<file path="src/design/assert_macros.svh">
// assertion helpers shared by the design files
`ifndef ASSERT_MACROS_SVH
`define ASSERT_MACROS_SVH

// same-cycle implication
`define ASSERT_IMP(label, clk, rst, ante, cons) \
  label: assert property (@(posedge clk) disable iff (rst) (ante) |-> (cons)) \
    else $error("same-cycle check failed");

// next-cycle implication
`define ASSERT_NXT(label, clk, rst, ante, cons) \
  label: assert property (@(posedge clk) disable iff (rst) (ante) |=> (cons)) \
    else $error("next-cycle check failed");

`endif

</file>
<file path="src/design/lstrm_pkg.sv">
// ----------------------------------------------------------------------------
// lstrm_pkg
// Types, codes and node update functions of the lazy range max tree.
// ----------------------------------------------------------------------------
package lstrm_pkg;

  localparam logic [1:0] MODE_QUERY  = 2'd0;
  localparam logic [1:0] MODE_ASSIGN = 2'd1;
  localparam logic [1:0] MODE_ADD    = 2'd2;
  localparam logic [1:0] MODE_NONE   = 2'd3;

  // -1000000000
  localparam logic [31:0] NEG_FILL = 32'hC4653600;

  localparam logic [1:0] SEL_NODE  = 2'd0;
  localparam logic [1:0] SEL_LEFT  = 2'd1;
  localparam logic [1:0] SEL_RIGHT = 2'd2;

  typedef struct packed {
    logic [31:0] mx;
    logic [31:0] asg;
    logic        asg_v;
    logic [31:0] add;
  } node_t;

  localparam node_t CLEAR_NODE = '{mx: NEG_FILL, asg: 32'd0, asg_v: 1'b0, add: 32'd0};

  typedef struct packed {
    logic       load;
    logic       clr_wr;
    logic       rd_en;
    logic [1:0] rd_sel;
    logic       cap_en;
    logic [1:0] cap_sel;
    logic       wr_en;
    logic [1:0] wr_sel;
    logic       do_apply;
    logic       do_push;
    logic       do_fix;
    logic       ret_neg;
    logic       ret_node;
    logic       ret_final;
    logic       go_left;
    logic       go_right;
    logic       out_load;
  } cmd_t;

  typedef struct packed {
    logic       disjoint;
    logic       covered;
    logic       phase;
    logic       empty;
    logic       clr_last;
    logic [1:0] op;
  } status_t;

  function automatic logic [31:0] smax(input logic [31:0] a, input logic [31:0] b);
    return ($signed(a) >= $signed(b)) ? a : b;
  endfunction

  function automatic node_t do_assign(input node_t n, input logic [31:0] x);
    node_t r;
    r = n;
    r.mx = x;
    r.asg = x;
    r.asg_v = 1'b1;
    r.add = 32'd0;
    return r;
  endfunction

  function automatic node_t do_add(input node_t n, input logic [31:0] x);
    node_t r;
    r = n;
    if (n.asg_v) begin
      r.asg = n.asg + x;
    end else begin
      r.add = n.add + x;
    end
    r.mx = n.mx + x;
    return r;
  endfunction

  function automatic node_t apply_op(input logic [1:0] op, input logic [31:0] x,
                                     input node_t n);
    node_t r;
    r = n;
    if (op == MODE_ASSIGN) begin
      r = do_assign(n, x);
    end else if (op == MODE_ADD) begin
      r = do_add(n, x);
    end
    return r;
  endfunction

  // child after the parent's pending work moves down
  function automatic node_t push_child(input node_t p, input node_t c);
    node_t r;
    r = c;
    if (p.asg_v) begin
      r = do_assign(c, p.asg);
    end else if (p.add != 32'd0) begin
      r = do_add(c, p.add);
    end
    return r;
  endfunction

  function automatic node_t push_clear(input node_t p);
    node_t r;
    r = p;
    if (p.asg_v) begin
      r.asg_v = 1'b0;
    end else begin
      r.add = 32'd0;
    end
    return r;
  endfunction

endpackage

</file>
<file path="src/design/lstrm_ctrl.sv">
// ----------------------------------------------------------------------------
// lstrm_ctrl
// Sequencer for the tree walk: clear pass, node visits, push-down, fix-up.
// ----------------------------------------------------------------------------
`include "assert_macros.svh"

module lstrm_ctrl import lstrm_pkg::*; (
  input  logic       clk,
  input  logic       rst,
  input  logic       in_valid,
  input  logic [1:0] mode,
  output logic       in_ready,
  output logic       out_valid,
  input  logic       out_ready,
  input  status_t    st,
  output cmd_t       cmd
);

  localparam logic [4:0] ST_CLEAR  = 5'd0;
  localparam logic [4:0] ST_IDLE   = 5'd1;
  localparam logic [4:0] ST_ENTER  = 5'd2;
  localparam logic [4:0] ST_NCAP   = 5'd3;
  localparam logic [4:0] ST_LCAP   = 5'd4;
  localparam logic [4:0] ST_RCAP   = 5'd5;
  localparam logic [4:0] ST_PUSH   = 5'd6;
  localparam logic [4:0] ST_WL     = 5'd7;
  localparam logic [4:0] ST_WR     = 5'd8;
  localparam logic [4:0] ST_WN     = 5'd9;
  localparam logic [4:0] ST_APPLY  = 5'd10;
  localparam logic [4:0] ST_AWR    = 5'd11;
  localparam logic [4:0] ST_RET    = 5'd12;
  localparam logic [4:0] ST_FCN    = 5'd13;
  localparam logic [4:0] ST_FCL    = 5'd14;
  localparam logic [4:0] ST_FCR    = 5'd15;
  localparam logic [4:0] ST_FFIX   = 5'd16;
  localparam logic [4:0] ST_FWR    = 5'd17;
  localparam logic [4:0] ST_FINISH = 5'd18;

  logic [4:0] state;
  logic [4:0] state_next;

  assign in_ready = (state == ST_IDLE);

  always_comb begin
    cmd = '0;
    state_next = state;
    case (state)
      ST_CLEAR: begin
        cmd.clr_wr = 1'b1;
        if (st.clr_last) begin
          state_next = ST_IDLE;
        end
      end
      ST_IDLE: begin
        // unused mode code is taken and dropped
        if (in_valid && mode != MODE_NONE) begin
          cmd.load = 1'b1;
          state_next = ST_ENTER;
        end
      end
      ST_ENTER: begin
        if (st.disjoint) begin
          cmd.ret_neg = 1'b1;
          state_next = ST_RET;
        end else begin
          cmd.rd_en = 1'b1;
          cmd.rd_sel = SEL_NODE;
          state_next = ST_NCAP;
        end
      end
      ST_NCAP: begin
        cmd.cap_en = 1'b1;
        cmd.cap_sel = SEL_NODE;
        if (st.covered) begin
          state_next = ST_APPLY;
        end else begin
          cmd.rd_en = 1'b1;
          cmd.rd_sel = SEL_LEFT;
          state_next = ST_LCAP;
        end
      end
      ST_LCAP: begin
        cmd.cap_en = 1'b1;
        cmd.cap_sel = SEL_LEFT;
        cmd.rd_en = 1'b1;
        cmd.rd_sel = SEL_RIGHT;
        state_next = ST_RCAP;
      end
      ST_RCAP: begin
        cmd.cap_en = 1'b1;
        cmd.cap_sel = SEL_RIGHT;
        state_next = ST_PUSH;
      end
      ST_PUSH: begin
        cmd.do_push = 1'b1;
        state_next = ST_WL;
      end
      ST_WL: begin
        cmd.wr_en = 1'b1;
        cmd.wr_sel = SEL_LEFT;
        state_next = ST_WR;
      end
      ST_WR: begin
        cmd.wr_en = 1'b1;
        cmd.wr_sel = SEL_RIGHT;
        state_next = ST_WN;
      end
      ST_WN: begin
        cmd.wr_en = 1'b1;
        cmd.wr_sel = SEL_NODE;
        cmd.go_left = 1'b1;
        state_next = ST_ENTER;
      end
      ST_APPLY: begin
        cmd.do_apply = 1'b1;
        state_next = ST_AWR;
      end
      ST_AWR: begin
        cmd.wr_en = 1'b1;
        cmd.wr_sel = SEL_NODE;
        cmd.ret_node = 1'b1;
        state_next = ST_RET;
      end
      ST_RET: begin
        if (st.empty) begin
          state_next = ST_FINISH;
        end else if (!st.phase) begin
          cmd.go_right = 1'b1;
          state_next = ST_ENTER;
        end else if (st.op == MODE_QUERY) begin
          cmd.ret_final = 1'b1;
        end else begin
          cmd.rd_en = 1'b1;
          cmd.rd_sel = SEL_NODE;
          state_next = ST_FCN;
        end
      end
      ST_FCN: begin
        cmd.cap_en = 1'b1;
        cmd.cap_sel = SEL_NODE;
        cmd.rd_en = 1'b1;
        cmd.rd_sel = SEL_LEFT;
        state_next = ST_FCL;
      end
      ST_FCL: begin
        cmd.cap_en = 1'b1;
        cmd.cap_sel = SEL_LEFT;
        cmd.rd_en = 1'b1;
        cmd.rd_sel = SEL_RIGHT;
        state_next = ST_FCR;
      end
      ST_FCR: begin
        cmd.cap_en = 1'b1;
        cmd.cap_sel = SEL_RIGHT;
        state_next = ST_FFIX;
      end
      ST_FFIX: begin
        cmd.do_fix = 1'b1;
        state_next = ST_FWR;
      end
      ST_FWR: begin
        cmd.wr_en = 1'b1;
        cmd.wr_sel = SEL_NODE;
        cmd.ret_final = 1'b1;
        state_next = ST_RET;
      end
      ST_FINISH: begin
        if (st.op != MODE_QUERY) begin
          state_next = ST_IDLE;
        end else if (!out_valid || out_ready) begin
          cmd.out_load = 1'b1;
          state_next = ST_IDLE;
        end
      end
      default: begin
        state_next = ST_IDLE;
      end
    endcase
  end

  always_ff @(posedge clk) begin
    if (rst) begin
      state <= ST_CLEAR;
      out_valid <= 1'b0;
    end else begin
      state <= state_next;
      if (cmd.out_load) begin
        out_valid <= 1'b1;
      end else if (out_ready) begin
        out_valid <= 1'b0;
      end
    end
  end

  `ASSERT_NXT(a_update_no_word, clk, rst, state == ST_FINISH && st.op != MODE_QUERY, !$rose(out_valid))
  `ASSERT_NXT(a_query_word, clk, rst, cmd.out_load, out_valid && state == ST_IDLE)

endmodule

</file>
<file path="config.mk">
export PLATFORM = sky130hd
export DESIGN_NAME = lstrm_ctrl
export DESIGN_NICKNAME = d
export VERILOG_FILES = /design/src/design/lstrm_pkg.sv /design/src/design/lstrm_ctrl.sv
export VERILOG_INCLUDE_DIRS = /design/src /design/src/design
export SDC_FILE = /design/constraint.sdc
export NUM_CORES = 1
export LEC_CHECK = 0
export CORE_AREA = 2 2 39 41
export CTS_CLUSTER_DIAMETER = 120
export CTS_CLUSTER_SIZE = 12
export DETAILED_ROUTE_END_ITERATION = 16
export DIE_AREA = 0 0 41 43
export DONT_BUFFER_PORTS = 1
export PLACE_DENSITY = 0.71
export SLEW_MARGIN = 25
export SYNTH_ARGS = -nofsm -noshare
export SYNTH_HDL_FRONTEND = slang
export SYNTH_SLANG_ARGS = --single-unit
</file>
<file path="constraint.sdc">
create_clock -name clk -period 2.55 [get_ports clk]
set_input_delay 0.6375 -clock clk [delete_from_list [all_inputs] [get_ports clk]]
set_output_delay 0.6375 -clock clk [all_outputs]
set_load 0.005 [all_outputs]
</file>
==> metrics.yaml <==
sta:
  timing.slew.headroom_pct: 65.2
  max_freq_mhz: 430
  finalSetupViolations: 0
  grt_setup_unrepaired: "no"
  fin_worst_skew_ns: 0.00204
  report.final.hold_viol_count: 0
  post-route-period-util_pct: 91.2
  tns_ns: 0
  period_needed_ns: 2.33
  timing_max_transition_violations_final: 0
  worst_pin_slew_ns: 0.521
worst_hold_path:
  hold_path.startpoint: "rst"
  hold_path_depth: 1
  worstHoldPathType: "in -> reg"
  min_to: "state[3]"
clock_tree:
  cts_root_buf: "sky130_fd_sc_hd__clkbuf_4"
  clock_sink_count: 6
  worstSkewPairLatency_ns: 0.24
  cts_htree_levels: 1
  cts_tree: "done"
  worst_setup_hold_path_clk_slew_ns: 0.04
  clock_tree.buffer_depth: 2
  cts_made_buffers: 3
die:
  core_region_area_um2: 1380
  die-area_um2: 1760
  dieWidth_um: 41
  die_y_um: 43
  ioPinCount: 35
  row_count: 14
  start_util_pct: 53.3
power:
  p_per_area_nw_per_um2: 344
  power.combinational.fraction_pct: 25.5
  p_sw_mw: 0.0797
  cell_internal_pwr_mw: 0.178
  vdd_ir_drop_max_v: 0.000248
  clock_power_share_pct: 32.4
  seqPwrFrac_pct: 42.1
  power.static_leakage_nw: 0.281
  sw_frac_of_total_pct: 30.9
yosys:
  ys_seq_area_share_pct: 16.3
  yosys_warnings: 0
  syn_nets: 129
  flip_flop_and_latch_count_after_synthesis: 6
  asyncSetResetFlopFracSynth_pct: 0
  synth_cell_type_count: 38
  mappedNetlistArea_um2: 737
  synth_enable_flop_cells: 0
  synthDominantAreaCellType: "sky130_fd_sc_hd__dfxtp_1"
  post_synth_inst_count: 116
  yosys-top-cells-area: "sky130_fd_sc_hd__dfxtp_1 16%, sky130_fd_sc_hd__nor2_1 9.2%, sky130_fd_sc_hd__nand2_1 8.1%"
  avgSynthCellArea_um2: 6.35
  postSynth.topFlopCell: "sky130_fd_sc_hd__dfxtp_1"
  synth_top_area_share_pct: 16.3
drt:
  drt-initial-drc-count: 29
  drt-pass1-iter-count: 4
  via_per_inst: 6.38
  vias: 817
  drt-total-wl_mm: 1.94
  detail_route.drc_violations: 0
  route.antenna.remaining_nets: 0
  wl_per_cell_um: 15.2
global_routing:
  grt_start_max_net_pins: 20
  grt_antenna_before_repair: 0
  grt_remaining_overflow: 0
  grt_first_pass_wirelength_mm: 2.90
  groute.usage.overall_pct: 24.0
  first_global_vias: 657
setup_path:
  cp-start-kind: "register"
  timing.rr.end: "state[2]"
  r2r_slack_ns: 0.89
  critPathMostFrequentCell: "sky130_fd_sc_hd__nor3_1"
  timing.critical_path.to_type: "primary output"
  worst-r2r-cell-count: 6
  series_of_cell_instances_along_the_critical_path: "nor3_1 > nand3_2 > nor3_1 > o21bai_1"
  crit_path_top_delay_cell: "sky130_fd_sc_hd__dfxtp_1"
  critPathMaxStageDelay_ns: 0.46
  worstReg2RegStart: "state[1]"
  critical_path.max_fanout: 17
  worst-setup-path-type: "reg -> out"
  cp.required_ns: 1.91
  arrival_ns: 1.69
placed_design:
  hpwl_after_detailed_placement_mm: 1.49
  placed_cells_incl_taps: 125
  placed_cell_area_um2: 724
  place_congestion: 0.859
  portBuffers: 0
cells_and_area:
  post_layout_instance_area_um2: 749
  area_growth_syn_to_layout_pct: 1.70
  drive_above_1_share_pct: 9.82
  diodes: 0
  nNetsFinal: 127
  post_layout_nonfiller_instances: 128
run:
  drv.max_cap_violation_count: 0
outcome:
  run_status: "finished clean"
cells by family (layout without fill, tap and decap cells):
logic type	after synthesis	in the layout	synth area share, %
AND/OR/NAND/NOR	69	69	47.5
AO/OA/AOI/OAI	27	27	24.4
buffers and inverters	11	7	7.98
flip-flops	6	6	16.3
XOR/XNOR	2	2	2.38
multiplexers	1	1	1.36
sequential cells by signal (all words and copies together), names as in the netlist:
register,flops
state,5
out_valid,1
power by group through the flow:
stage | combinational [mW] | sequential (mW) | clock (mW)
6_report | 0.0657 | 0.109 | 0.0835
4_1_cts | 0.0654 | 0.108 | 0.0899
3_3_place_gp | 0.0651 | 0.110 | 0
5_1_grt | 0.0734 | 0.109 | 0.0927
2_1_floorplan | 0.0632 | 0.100 | 0
3_5_place_dp | 0.0652 | 0.110 | 0
cells in the mapped netlist (all sizes together) (2+ instances only):
| cell type | instances |
|---|---|
| a21oi | 11 |
| a311oi | 2 |
| a31oi | 2 |
| and3b | 2 |
| buf | 7 |
| clkbuf | 3 |
| dfxtp | 6 |
| nand2 | 16 |
| nand2b | 9 |
| nand3 | 2 |
| nor2 | 18 |
| nor3 | 8 |
| nor3b | 2 |
| o21bai | 3 |
| o22ai | 2 |
| or2 | 2 |
| or3 | 5 |
layout make-up:
| cell class | instances | area, um2 |
|---|---|---|
| Clock buffer | 3 | 22.5 |
| Fill cell | 144 | 634 |
| Inverter | 1 | 3.75 |
| Multi-Input combinational cell | 99 | 558 |
| Sequential cell | 6 | 123 |
| Tap cell | 16 | 20.0 |
| Timing Repair Buffer | 3 | 22.5 |
placed cells by master, fill, tap and decap left out, types with 2 or more instances in the layout:
cell	netlist	routed
sky130_fd_sc_hd__nand2b_1	9	9
sky130_fd_sc_hd__o22ai_1	2	2
sky130_fd_sc_hd__or2_2	2	2
sky130_fd_sc_hd__dfxtp_2	0	2
sky130_fd_sc_hd__buf_4	1	3
sky130_fd_sc_hd__dfxtp_1	6	4
sky130_fd_sc_hd__o21bai_1	3	3
sky130_fd_sc_hd__a21oi_1	11	11
sky130_fd_sc_hd__nor3b_1	2	2
sky130_fd_sc_hd__nand2_1	16	16
sky130_fd_sc_hd__and3b_1	2	2
sky130_fd_sc_hd__or3_1	5	5
sky130_fd_sc_hd__a31oi_1	2	2
sky130_fd_sc_hd__clkbuf_4	0	3
sky130_fd_sc_hd__a311oi_1	2	2
sky130_fd_sc_hd__nor3_1	8	8
sky130_fd_sc_hd__nor2_1	18	18
critical path, delay by kind of cell, from the launching register on:
kind / cells / cell delay (ns)
DFF: 1 / 0.46
AOI/OAI and AO/OA: 1 / 0.18
and+or+nand+nor: 3 / 0.80
metrics by stage:
stage                     hold slack (ns)  power (mW)  util [%]  worst slack [ns]
after floorplan                     0.486       0.163         -             0.539
after global placement              0.508       0.175      52.4             0.404
after detailed placement            0.510       0.175      52.4             0.346
after CTS                           0.449       0.263      54.0            0.0859
after global routing                0.443       0.276      54.2            0.0418
final                               0.455       0.258      54.2             0.223
timing repair:
item | 4_1_cts | 5_1_grt
gates resized for setup | 0 | 2
buffers inserted | 0 | 0
hold buffers | 0 | 0
setup endpoints to repair | 0 | 1
hold endpoints to repair | 0 | 0
layer usage:
metal | up-vias | part of all wire [%] | GRT usage (%)
met5 | - | 0 | 0
met4 | 0 | 0.57 | 12.0
met3 | 2 | 6.6 | 3.66
met2 | 29 | 48 | 35.6
met1 | 379 | 45 | 32.4
li1 | 407 | - | -
how the worst max path moves through the flow:
stage,start,end,cells past startpoint
5_1_grt,state[1],cmd[3],4
6_report,state[1],cmd[3],4
2_1_floorplan,st[3],cmd[3],4
4_1_cts,state[2],cmd[3],4
3_3_place_gp,state[2],cmd[3],4
3_5_place_dp,state[2],cmd[3],4
No activity file was read; power rests on OpenSTA's default activity.
